### config.mk
export PLATFORM = sky130hd
export DESIGN_NAME = cubic_bspline_to_bezier_flat
export DESIGN_NICKNAME = d
export VERILOG_FILES = /design/src/hdl/cbz_pkg.sv /design/src/hdl/cbz_ifs.sv /design/src/hdl/cbz_seq.sv /design/src/hdl/cbz_div6.sv /design/src/hdl/cubic_bspline_to_bezier.sv /design/src/flat_wrapper.sv
export SDC_FILE = /design/constraint.sdc
export NUM_CORES = 2
export LEC_CHECK = 0
export ABC_AREA = 1
export BUFFER_PORTS_ARGS = -buffer_cell sky130_fd_sc_hd__buf_2
export CORE_MARGIN = 2
export CORE_UTILIZATION = 30
export DETAILED_ROUTE_END_ITERATION = 8
export GPL_ROUTABILITY_DRIVEN = 0
export HOLD_SLACK_MARGIN = 0.05
export SETUP_SLACK_MARGIN = 0.05
export SYNTH_ARGS = -nofsm -noshare
export SYNTH_HDL_FRONTEND = slang
export SYNTH_SLANG_ARGS = --single-unit
### constraint.sdc
create_clock -name i_clk -period 10.25 [get_ports i_clk]
set_input_delay 1.5375 -clock i_clk [delete_from_list [all_inputs] [get_ports i_clk]]
set_output_delay 1.5375 -clock i_clk [all_outputs]
set_load 0.005 [all_outputs]
### src/hdl/cbz_pkg.sv
// Shared types and constants of the B-spline to Bezier converter.
`timescale 1ns / 1ps
`default_nettype none

package cbz_pkg;

    // Blend selected for one Bezier point.
    typedef enum logic [1:0] {
        KIND_JOINT0 = 2'd0,  // (h0 + 4 h1 + h2) / 6, first joint of an unsnapped curve
        KIND_THIRD1 = 2'd1,  // (2 h1 + h2) / 3
        KIND_THIRD2 = 2'd2,  // (h1 + 2 h2) / 3
        KIND_JOINT  = 2'd3   // (h1 + 4 h2 + p) / 6
    } t_kind;

    // Control that travels beside each word through the datapath.
    typedef struct packed {
        logic valid;
        logic end_of_run;
        logic end_of_curve;
    } t_tag;

    // Points taken into the current curve; saturates at full.
    localparam logic [2:0] CNT_FULL         = 3'd4;
    localparam logic [2:0] CNT_SEGMENT      = 3'd3;
    localparam logic [2:0] CNT_SNAP_JOINT   = 3'd2;

    // Pushes per word: main one, plus two for each snapped end.
    localparam logic [2:0] PUSH_ONE         = 3'd1;
    localparam logic [2:0] PUSH_END_REPEAT  = 3'd2;
    localparam logic [2:0] PUSH_MAX         = 3'd5;

    // Results a push makes.
    localparam logic [2:0] RES_NONE         = 3'd0;
    localparam logic [2:0] RES_SNAP_JOINT   = 3'd1;
    localparam logic [2:0] RES_SEGMENT      = 3'd3;
    localparam logic [2:0] RES_FIRST_SEG    = 3'd4;

endpackage

`default_nettype wire

### src/hdl/cbz_ifs.sv
// Valid/ready channel interfaces for de Boor points and Bezier points.
`timescale 1ns / 1ps
`default_nettype none

interface cbz_point_if #(parameter int COORD_WIDTH = 24);
    logic                          valid;
    logic                          ready;
    logic signed [COORD_WIDTH-1:0] point_x;
    logic signed [COORD_WIDTH-1:0] point_y;
    logic signed [COORD_WIDTH-1:0] point_z;
    logic                          final_point;

    modport source (output valid, output point_x, output point_y, output point_z,
                    output final_point, input ready);
    modport sink   (input valid, input point_x, input point_y, input point_z,
                    input final_point, output ready);
endinterface

interface cbz_bez_if #(parameter int COORD_WIDTH = 24);
    logic                          valid;
    logic                          ready;
    logic signed [COORD_WIDTH-1:0] bez_x;
    logic signed [COORD_WIDTH-1:0] bez_y;
    logic signed [COORD_WIDTH-1:0] bez_z;
    logic                          end_of_run;
    logic                          end_of_curve;

    modport source (output valid, output bez_x, output bez_y, output bez_z,
                    output end_of_run, output end_of_curve, input ready);
    modport sink   (input valid, input bez_x, input bez_y, input bez_z,
                    input end_of_run, input end_of_curve, output ready);
endinterface

`default_nettype wire

### src/hdl/cbz_seq.sv
// Point register, history and push sequencer that forms one weighted sum per cycle while enabled.
`timescale 1ns / 1ps
`default_nettype none

module cbz_seq #(
    parameter  int COORD_WIDTH = 24,
    localparam int SUM_WIDTH   = COORD_WIDTH + 3
) (
    input  wire logic                      i_clk,
    input  wire logic                      i_rst_n,
    input  wire logic                      i_en,
    input  wire logic                      i_snap,
    cbz_point_if.sink                      i_pt,
    output logic [2:0][SUM_WIDTH-1:0]      o_sum,
    output cbz_pkg::t_tag                  o_tag
);

    localparam logic [SUM_WIDTH-1:0] SUM_ROUND = SUM_WIDTH'(3);

    // Item register and history
    logic                              r_item_valid, n_item_valid;
    logic                              r_fin, n_fin;
    logic [2:0][COORD_WIDTH-1:0]       r_pt;
    logic [2:0][2:0][COORD_WIDTH-1:0]  r_hist;
    logic [2:0]                        r_pushes, n_pushes;
    logic [1:0]                        r_idx, n_idx;
    logic [2:0]                        r_cnt, n_cnt;
    logic                              r_curve_snap, n_curve_snap;
    logic [2:0][SUM_WIDTH-1:0]         r_sum, n_sum;
    cbz_pkg::t_tag                     r_tag, n_tag;

    logic                              w_load;
    logic                              w_shift;
    logic                              w_new_curve;
    logic [2:0]                        w_nres;
    logic                              w_last_res;
    logic                              w_extra;
    cbz_pkg::t_kind                    w_kind;
    logic signed [SUM_WIDTH-1:0]       w_a [3];
    logic signed [SUM_WIDTH-1:0]       w_b [3];
    logic signed [SUM_WIDTH-1:0]       w_c [3];

    // Results of the current push and which one is up
    always_comb begin
        w_extra = (r_cnt == cbz_pkg::CNT_SEGMENT) && !r_curve_snap;
        if (r_cnt >= cbz_pkg::CNT_SEGMENT) begin
            w_nres = w_extra ? cbz_pkg::RES_FIRST_SEG : cbz_pkg::RES_SEGMENT;
            w_kind = w_extra ? cbz_pkg::t_kind'(r_idx) : cbz_pkg::t_kind'(r_idx + 2'd1);
        end else if ((r_cnt == cbz_pkg::CNT_SNAP_JOINT) && r_curve_snap) begin
            w_nres = cbz_pkg::RES_SNAP_JOINT;
            w_kind = cbz_pkg::KIND_JOINT;
        end else begin
            w_nres = cbz_pkg::RES_NONE;
            w_kind = cbz_pkg::KIND_JOINT;
        end
        w_last_res = (w_nres == cbz_pkg::RES_NONE) || ({1'b0, r_idx} == (w_nres - 3'd1));
    end

    // Take a new word when empty or when the last push of this one retires; none in reset
    assign i_pt.ready = i_rst_n
                     && (!r_item_valid
                         || (i_en && w_last_res && (r_pushes == cbz_pkg::PUSH_ONE)));
    assign w_load = i_pt.valid && i_pt.ready;

    // Advance the push sequence, then load
    always_comb begin
        n_item_valid = r_item_valid;
        n_fin        = r_fin;
        n_pushes     = r_pushes;
        n_idx        = r_idx;
        n_cnt        = r_cnt;
        n_curve_snap = r_curve_snap;
        w_shift      = 1'b0;
        w_new_curve  = 1'b0;
        if (i_en && r_item_valid) begin
            if (w_last_res) begin
                w_shift  = 1'b1;
                n_idx    = '0;
                n_pushes = r_pushes - 3'd1;
                if (r_cnt != cbz_pkg::CNT_FULL) begin
                    n_cnt = r_cnt + 3'd1;
                end
                if (r_pushes == cbz_pkg::PUSH_ONE) begin
                    n_item_valid = 1'b0;
                    if (r_fin) begin
                        n_cnt = '0;
                    end
                end
            end else begin
                n_idx = r_idx + 2'd1;
            end
        end
        if (w_load) begin
            n_item_valid = 1'b1;
            n_fin        = i_pt.final_point;
            n_idx        = '0;
            w_new_curve  = (n_cnt == '0);
            if (w_new_curve) begin
                n_curve_snap = i_snap;
            end
            n_pushes = cbz_pkg::PUSH_ONE
                     + ((w_new_curve && i_snap) ? cbz_pkg::PUSH_END_REPEAT : 3'd0)
                     + ((i_pt.final_point && n_curve_snap) ? cbz_pkg::PUSH_END_REPEAT : 3'd0);
        end
    end

    // Weighted sum plus half the divisor, per axis
    always_comb begin
        for (int ax = 0; ax < 3; ax++) begin
            if (w_kind == cbz_pkg::KIND_JOINT0) begin
                w_a[ax] = SUM_WIDTH'($signed(r_hist[0][ax]));
                w_b[ax] = SUM_WIDTH'($signed(r_hist[1][ax]));
                w_c[ax] = SUM_WIDTH'($signed(r_hist[2][ax]));
            end else begin
                w_a[ax] = SUM_WIDTH'($signed(r_hist[1][ax]));
                w_b[ax] = SUM_WIDTH'($signed(r_hist[2][ax]));
                w_c[ax] = SUM_WIDTH'($signed(r_pt[ax]));
            end
            case (w_kind)
                cbz_pkg::KIND_THIRD1: n_sum[ax] = (w_a[ax] <<< 2) + (w_b[ax] <<< 1) + SUM_ROUND;
                cbz_pkg::KIND_THIRD2: n_sum[ax] = (w_a[ax] <<< 1) + (w_b[ax] <<< 2) + SUM_ROUND;
                default:              n_sum[ax] = w_a[ax] + (w_b[ax] <<< 2) + w_c[ax] + SUM_ROUND;
            endcase
        end
    end

    // Tag for the word formed this cycle
    always_comb begin
        n_tag.valid        = r_item_valid && (w_nres != cbz_pkg::RES_NONE);
        n_tag.end_of_run   = w_last_res && (r_pushes == cbz_pkg::PUSH_ONE);
        n_tag.end_of_curve = w_last_res && (r_pushes == cbz_pkg::PUSH_ONE) && r_fin;
    end

    // Control registers
    always_ff @(posedge i_clk) begin
        if (!i_rst_n) begin
            r_item_valid <= 1'b0;
            r_pushes     <= '0;
            r_idx        <= '0;
            r_cnt        <= '0;
            r_curve_snap <= 1'b0;
            r_tag        <= '0;
        end else begin
            r_item_valid <= n_item_valid;
            r_pushes     <= n_pushes;
            r_idx        <= n_idx;
            r_cnt        <= n_cnt;
            r_curve_snap <= n_curve_snap;
            if (i_en) begin
                r_tag <= n_tag;
            end
        end
    end

    // Payload registers
    always_ff @(posedge i_clk) begin
        r_fin <= n_fin;
        if (w_load) begin
            r_pt[0] <= i_pt.point_x;
            r_pt[1] <= i_pt.point_y;
            r_pt[2] <= i_pt.point_z;
        end
        if (w_shift) begin
            r_hist[0] <= r_hist[1];
            r_hist[1] <= r_hist[2];
            r_hist[2] <= r_pt;
        end
        if (i_en) begin
            r_sum <= n_sum;
        end
    end

    assign o_sum = r_sum;
    assign o_tag = r_tag;

`ifndef SYNTHESIS
    a_cnt_saturates: assert property (@(posedge i_clk) disable iff (!i_rst_n)
        r_cnt <= cbz_pkg::CNT_FULL)
        else $error("point count past saturation");
    a_pushes_in_range: assert property (@(posedge i_clk) disable iff (!i_rst_n)
        r_item_valid |-> ((r_pushes != 3'd0) && (r_pushes <= cbz_pkg::PUSH_MAX)))
        else $error("push count out of range for held word");
`endif

endmodule

`default_nettype wire

### src/hdl/cbz_div6.sv
// Two-stage floor division of a rounded weighted sum by six, one axis.
`timescale 1ns / 1ps
`default_nettype none

module cbz_div6 #(
    parameter  int COORD_WIDTH = 24,
    localparam int SUM_WIDTH   = COORD_WIDTH + 3
) (
    input  wire logic                          i_clk,
    input  wire logic                          i_en,
    input  wire logic signed [SUM_WIDTH-1:0]   i_sum,
    output logic        [COORD_WIDTH-1:0]      o_quot
);

    // Biased dividend width; the bias is a multiple of three above the low word
    localparam int                 V_WIDTH  = COORD_WIDTH + 3;
    localparam logic [V_WIDTH:0]   TWO_POW  = {1'b1, {V_WIDTH{1'b0}}};
    localparam logic [V_WIDTH-1:0] RECIP    = V_WIDTH'(TWO_POW / 3);
    localparam logic [V_WIDTH-1:0] OFFSET   = V_WIDTH'(3) << COORD_WIDTH;
    localparam logic [2:0]         DIVISOR3 = 3'd3;

    logic [SUM_WIDTH-2:0]   w_half;
    logic [V_WIDTH-1:0]     w_v;
    logic [2*V_WIDTH-1:0]   w_prod;
    logic [V_WIDTH-1:0]     r_q0;
    logic [2:0]             r_v_lo;
    logic [2:0]             w_rem;
    logic [COORD_WIDTH-1:0] w_quot;
    logic [COORD_WIDTH-1:0] r_quot;

    // Halve, bias positive, multiply by the reciprocal of three
    assign w_half = i_sum[SUM_WIDTH-1:1];
    assign w_v    = {w_half[SUM_WIDTH-2], w_half} + OFFSET;
    assign w_prod = {{V_WIDTH{1'b0}}, w_v} * {{V_WIDTH{1'b0}}, RECIP};

    // Estimate is low by at most one: fix it from the remainder's low bits
    assign w_rem  = r_v_lo - (r_q0[2:0] + {r_q0[1:0], 1'b0});
    assign w_quot = (w_rem >= DIVISOR3) ? (r_q0[COORD_WIDTH-1:0] + COORD_WIDTH'(1))
                                        : r_q0[COORD_WIDTH-1:0];

    always_ff @(posedge i_clk) begin
        if (i_en) begin
            r_q0   <= w_prod[2*V_WIDTH-1:V_WIDTH];
            r_v_lo <= w_v[2:0];
            r_quot <= w_quot;
        end
    end

    assign o_quot = r_quot;

endmodule

`default_nettype wire

### src/hdl/cubic_bspline_to_bezier.sv
// Top level of the streaming uniform cubic B-spline to Bezier converter.
// Usage:
//   i_pt takes one de Boor point per word (valid/ready), final_point on the
//   last point of a curve. o_bez gives Bezier control points, one per word,
//   end_of_run on the last word caused by an input word, end_of_curve on the
//   last word of the curve.
//   i_cfg_wr_en/i_cfg_wr_data write snap_to_end; it is sampled when a curve
//   starts, so write it between curves.
// Timing:
//   The sequencer makes one Bezier point per cycle while o_bez is not
//   stalled, one push of the point history per input word (three with snap
//   at curve start, two more on the snapped last point). A push with no
//   result gives no point. A steady word gives three points; an unsnapped
//   curve's first three words give none.
//   The first result of a word passes, once it is accepted, through the
//   weighted sum, reciprocal multiply and correction into the output register.
// Reset and stall:
//   Reset empties the pipeline and starts a new curve with snap off. When
//   o_bez is stalled the whole datapath holds; i_pt still takes one word
//   into its holding register.
`timescale 1ns / 1ps
`default_nettype none

module cubic_bspline_to_bezier #(
    parameter int COORD_WIDTH = 24
) (
    input  wire logic   i_clk,
    input  wire logic   i_rst_n,
    input  wire logic   i_cfg_wr_en,
    input  wire logic   i_cfg_wr_data,
    cbz_point_if.sink   i_pt,
    cbz_bez_if.source   o_bez
);

    localparam int SUM_WIDTH = COORD_WIDTH + 3;

    logic                              r_snap;
    cbz_pkg::t_tag                     r_tag_a;
    cbz_pkg::t_tag                     r_tag_o;
    cbz_pkg::t_tag                     w_sum_tag;
    logic [2:0][SUM_WIDTH-1:0]         w_sum;
    logic [2:0][COORD_WIDTH-1:0]       w_quot;
    logic                              w_en;

    // Advance the datapath unless a finished word is stuck at the output
    assign w_en = !r_tag_o.valid || o_bez.ready;

    cbz_seq #(
        .COORD_WIDTH (COORD_WIDTH)
    ) u_seq (
        .i_clk   (i_clk),
        .i_rst_n (i_rst_n),
        .i_en    (w_en),
        .i_snap  (r_snap),
        .i_pt    (i_pt),
        .o_sum   (w_sum),
        .o_tag   (w_sum_tag)
    );

    for (genvar ax = 0; ax < 3; ax++) begin : g_axis
        cbz_div6 #(
            .COORD_WIDTH (COORD_WIDTH)
        ) u_div6 (
            .i_clk  (i_clk),
            .i_en   (w_en),
            .i_sum  ($signed(w_sum[ax])),
            .o_quot (w_quot[ax])
        );
    end

    // Config register and tag pipeline
    always_ff @(posedge i_clk) begin
        if (!i_rst_n) begin
            r_snap  <= 1'b0;
            r_tag_a <= '0;
            r_tag_o <= '0;
        end else begin
            if (i_cfg_wr_en) begin
                r_snap <= i_cfg_wr_data;
            end
            if (w_en) begin
                r_tag_a <= w_sum_tag;
                r_tag_o <= r_tag_a;
            end
        end
    end

    assign o_bez.valid        = r_tag_o.valid;
    assign o_bez.bez_x        = $signed(w_quot[0]);
    assign o_bez.bez_y        = $signed(w_quot[1]);
    assign o_bez.bez_z        = $signed(w_quot[2]);
    assign o_bez.end_of_run   = r_tag_o.end_of_run;
    assign o_bez.end_of_curve = r_tag_o.end_of_curve;

`ifndef SYNTHESIS
    a_curve_end_ends_run: assert property (@(posedge i_clk) disable iff (!i_rst_n)
        (o_bez.valid && o_bez.end_of_curve) |-> o_bez.end_of_run)
        else $error("end_of_curve without end_of_run");
    a_mid_stage_reaches_out: assert property (@(posedge i_clk) disable iff (!i_rst_n)
        (w_en && r_tag_a.valid) |=> o_bez.valid)
        else $error("word lost between multiply stage and output");
    a_reset_empties_out: assert property (@(posedge i_clk)
        !i_rst_n |=> !o_bez.valid)
        else $error("output valid right after reset");
`endif

endmodule

`default_nettype wire

### src/flat_wrapper.sv
// flat-port wrapper written by rule: the top's interface ports become plain ports
module cubic_bspline_to_bezier_flat 
#(
    parameter int COORD_WIDTH = 24
)
  (i_clk, i_rst_n, i_cfg_wr_en, i_cfg_wr_data, i_pt_valid, i_pt_point_x, i_pt_point_y, i_pt_point_z, i_pt_final_point, i_pt_ready, o_bez_valid, o_bez_bez_x, o_bez_bez_y, o_bez_bez_z, o_bez_end_of_run, o_bez_end_of_curve, o_bez_ready);
  cbz_point_if #(.COORD_WIDTH(COORD_WIDTH)) i_pt_i ();
  cbz_bez_if #(.COORD_WIDTH(COORD_WIDTH)) o_bez_i ();
  input  wire logic i_clk;
  input  wire logic i_rst_n;
  input  wire logic i_cfg_wr_en;
  input  wire logic i_cfg_wr_data;
  input wire logic [$bits(i_pt_i.valid)-1:0] i_pt_valid;
  input wire logic [$bits(i_pt_i.point_x)-1:0] i_pt_point_x;
  input wire logic [$bits(i_pt_i.point_y)-1:0] i_pt_point_y;
  input wire logic [$bits(i_pt_i.point_z)-1:0] i_pt_point_z;
  input wire logic [$bits(i_pt_i.final_point)-1:0] i_pt_final_point;
  output wire logic [$bits(i_pt_i.ready)-1:0] i_pt_ready;
  output wire logic [$bits(o_bez_i.valid)-1:0] o_bez_valid;
  output wire logic [$bits(o_bez_i.bez_x)-1:0] o_bez_bez_x;
  output wire logic [$bits(o_bez_i.bez_y)-1:0] o_bez_bez_y;
  output wire logic [$bits(o_bez_i.bez_z)-1:0] o_bez_bez_z;
  output wire logic [$bits(o_bez_i.end_of_run)-1:0] o_bez_end_of_run;
  output wire logic [$bits(o_bez_i.end_of_curve)-1:0] o_bez_end_of_curve;
  input wire logic [$bits(o_bez_i.ready)-1:0] o_bez_ready;
  assign i_pt_i.valid = i_pt_valid;
  assign i_pt_i.point_x = i_pt_point_x;
  assign i_pt_i.point_y = i_pt_point_y;
  assign i_pt_i.point_z = i_pt_point_z;
  assign i_pt_i.final_point = i_pt_final_point;
  assign i_pt_ready = i_pt_i.ready;
  assign o_bez_valid = o_bez_i.valid;
  assign o_bez_bez_x = o_bez_i.bez_x;
  assign o_bez_bez_y = o_bez_i.bez_y;
  assign o_bez_bez_z = o_bez_i.bez_z;
  assign o_bez_end_of_run = o_bez_i.end_of_run;
  assign o_bez_end_of_curve = o_bez_i.end_of_curve;
  assign o_bez_i.ready = o_bez_ready;
  cubic_bspline_to_bezier #(.COORD_WIDTH(COORD_WIDTH)) u_core (.i_clk(i_clk), .i_rst_n(i_rst_n), .i_cfg_wr_en(i_cfg_wr_en), .i_cfg_wr_data(i_cfg_wr_data), .i_pt(i_pt_i), .o_bez(o_bez_i));
endmodule
==> impl_metrics.toml <==
[run_status]
status = "finished clean"

[worst_hold_path]
hold_path_startpoint = "u_core.u_seq.r_hist[194]"
holdPathEnd = "u_core.u_seq.r_hist[122]"
hold_depth = 0
hold_path_class = "reg -> reg"

[critical_path]
critical_path.max_fanout = 6
r2r_slack_ps = 3920
reg2reg_to = "u_core.g_axis[2].u_div6.r_q0[17]"
slowest_stage = "fa_1"
worst_r2r_path_depth = 19
worstSetupStartpointType = "flip-flop"
cpMostUsedCell = "fa_1"
crit_type = "reg -> reg"
rr_startpoint = "u_core.u_seq.o_sum[79]"
slowest_delay_ps = 650
cp_cell_sequence = "ha_1 -> inv_1 -> fa_1 -> fa_1 -> fa_1 -> inv_1 -> fa_1 -> fa_1 -> inv_1 -> fa_1 -> inv_1 -> ha_1 -> nand2_1 -> nor2_1 -> inv_1 -> nor4_1 -> nand4_1 -> nand3_1 -> xor2_1"
required_ps = 10720
arrival_ps = 6800
cp-end-kind = "flip-flop"

[yosys]
syn_area_mm2 = 0.0721
async_flop_share = 0
synth-adder-area-share = 0.383
yosysTopAreaCell = "edfxtp_1"
synthMuxAreaShare = 0.000139
synth_top_family_by_area = "adder cells"
synth_seq_cells = 540
postSynthCellCount = 8560
yosys_warnings = 0
ys_types = 65
synth-compound-area-share = 0.103
synth-edff-count = 520
yosys-top-cells-area = "edfxtp_1, fa_1, ha_1, inv_1, nand2_1"
synth_xor_area_frac = 0.0295
synthFlopType = "edfxtp_1"
avgSynthCellArea_um2 = 8.43
syn_nets = 10402
yosys.area_share.simple = 0.152
yosysSeqAreaShare = 0.222
synth_top_area_frac = 0.217

[route]
first_iter_violations = 4698
dr_wl_met2_um = 97100
first_pass_iters = 8
wl_per_cell_um = 17.6
detail-route-antenna-nets = 0
drt-met1-wl_um = 92800
drt-total-wl_um = 211000
via_count = 58261
drc = 0
routed_via_density = 4.88
top_layer = "met5"
wl_met3_um = 12200

[job]
cap_violations = 0

[clock_tree]
holdBufCountCts = 0
path_clk_slew_ps = 60
htree_levels = 3
cts_post_setup_buffers_inserted = 0
cts_tree = "built"
clockBufferDepth = 3
cts.sinks = 540
post_cts_resized = 0
cts_made_buffers = 73
cts_root_buf = "clkbuf_16"
clkLatencyLatePin_ps = 730

[sta]
fin_crit_sh = 0.618
rsz0062_at_grt = "false"
timing.fmax_mhz = 158
tightest_slew_ps = 1160
finalSetupViolations = 0
fin_skew_ps = 63.5
slew_violations = 0
finalSetupTns_ps = 0
min_period_ps = 6330
fin_ws_ps = 3920
final-hold-violation-count = 0
maxSlewHeadroom = 0.225

[floorplan]
io_pins = 155
dieHeight_um = 494
initial_core_util = 0.302
die_w_um = 494
dieArea_mm2 = 0.244
rows = 179
core_mm2 = 0.239

[grt]
grt_overflow_total = 0
grt_pass1_wl_um = 330000
grt_max_degree = 274
grt_pass1_vias = 59530
antenna_found_initial = 24
grt_util_all_layers = 0.171

[layout]
final_common_cell = "inv_1"
synthToLayoutAreaGrowth_pct = 9.54
fill_cells = 24791
finalNetCount = 10558
drive_gt1_frac = 0.0513
mostFrequentLayoutCells = "inv_1, nand2_1, ha_1, fa_1, o21ai_0"
final_util = 0.331
final_area_mm2 = 0.0790

[placement]
place_area_mm2 = 0.0766
dpl_worst_slack_ps = 3910
hpwlAfterDp_um = 178000
io_buffers = 154
kinds of logic (layout without fill, tap and decap cells):
| family | after synthesis | after routing |
|---|---|---|
| adders and majority gates | 1763 | 1763 |
| xor gates and xnor gates | 243 | 243 |
| other | 0 | 9 |
| DFF | 540 | 540 |
| and+or+nand+nor | 2563 | 2563 |
| muxes | 1 | 1 |
| buffers and inverters | 2093 | 2304 |
| AOI/OAI and AO/OA | 1357 | 1357 |
synthesized netlist by cell type, drive strengths merged, types with 5 or more instances:
master	number
o22ai	14
a211oi	11
a21boi	8
dfxtp	20
clkinv	5
nor4	38
o31ai	5
o21ai	611
nor3	90
xor2	166
nand2	1407
o21bai	35
or2	94
nand4	94
fa	744
nand3b	20
o221ai	5
clkbuf	59
o21a	33
nand3	279
a21oi	517
nor2	525
inv	2003
a21o	48
o211ai	12
buf	26
edfxtp	520
ha	1019
a31oi	46
and3	10
xnor2	77
flip-flops by register name, summed over array words and instances, names as in the netlist, 2 cells and up:
| signal | cells |
|---|---|
| u_core.u_seq.o_tag | 3 |
| u_core.u_seq.r_hist | 216 |
| u_core.g_axis.u_div6.o_quot | 72 |
| u_core.u_seq.r_pushes | 3 |
| u_core.g_axis.u_div6.r_v_lo | 9 |
| u_core.g_axis.u_div6.r_q0 | 72 |
| u_core.u_seq.r_idx | 2 |
| u_core.u_seq.r_pt | 72 |
| u_core.u_seq.o_sum | 78 |
| u_core.r_tag_a | 3 |
| u_core.u_seq.r_cnt | 3 |
how the worst max path moves through the flow:
stage | slack, ps | endpoint | startpoint
after floorplan | 520 | u_core.u_seq.r_hist[0] | o_bez_ready
after global placement | 3910 | u_core.g_axis[0].u_div6.r_q0[17] | u_core.u_seq.o_sum[25]
after detailed placement | 3910 | u_core.g_axis[0].u_div6.r_q0[13] | u_core.u_seq.o_sum[25]
after CTS | 3890 | u_core.g_axis[0].u_div6.r_q0[13] | u_core.u_seq.o_sum[25]
after global routing | 3580 | u_core.u_seq.o_sum[52] | u_core.u_seq.r_cnt[1]
final | 3920 | u_core.g_axis[2].u_div6.r_q0[17] | u_core.u_seq.o_sum[79]
cell type report:
cell class / instances / area (µm²) / share of cell area
Clock buffer: 91 / 1960 / 0.0248
Timing Repair Buffer: 166 / 873 / 0.0111
Tap cell: 3167 / 3960 / 0.0502
Inverter: 2008 / 7550 / 0.0956
Antenna cell: 9 / 22.5 / 0.000285
Multi-Input combinational cell: 5927 / 48200 / 0.610
Sequential cell: 540 / 16000 / 0.203
Clock inverter: 39 / 397 / 0.00502
routing by layer:
metal,global-route usage,vias to the layer above
li1,-,27865
met1,0.225,27897
met2,0.283,2053
met3,0.0215,440
met4,0.0696,6
met5,0,-
stage by stage:
stage | cells | hold slack [ps]
floorplan | 8560 | 421
detailed placement | 11808 | 431
global route | 11947 | 417
CTS | 11938 | 425
global placement | 11808 | 429
finish | 11947 | 419
worst max-delay path, delay by kind of cell (launching register included):
kind	cells	cell delay, ps
xor gates and xnor gates	1	90
adders and majority gates	8	3960
buffers and inverters	5	440
DFF	1	470
and+or+nand+nor	5	1090
Power is not shown: default switching activity piles up to over one toggle a cycle in this logic, so the estimate is an artifact.
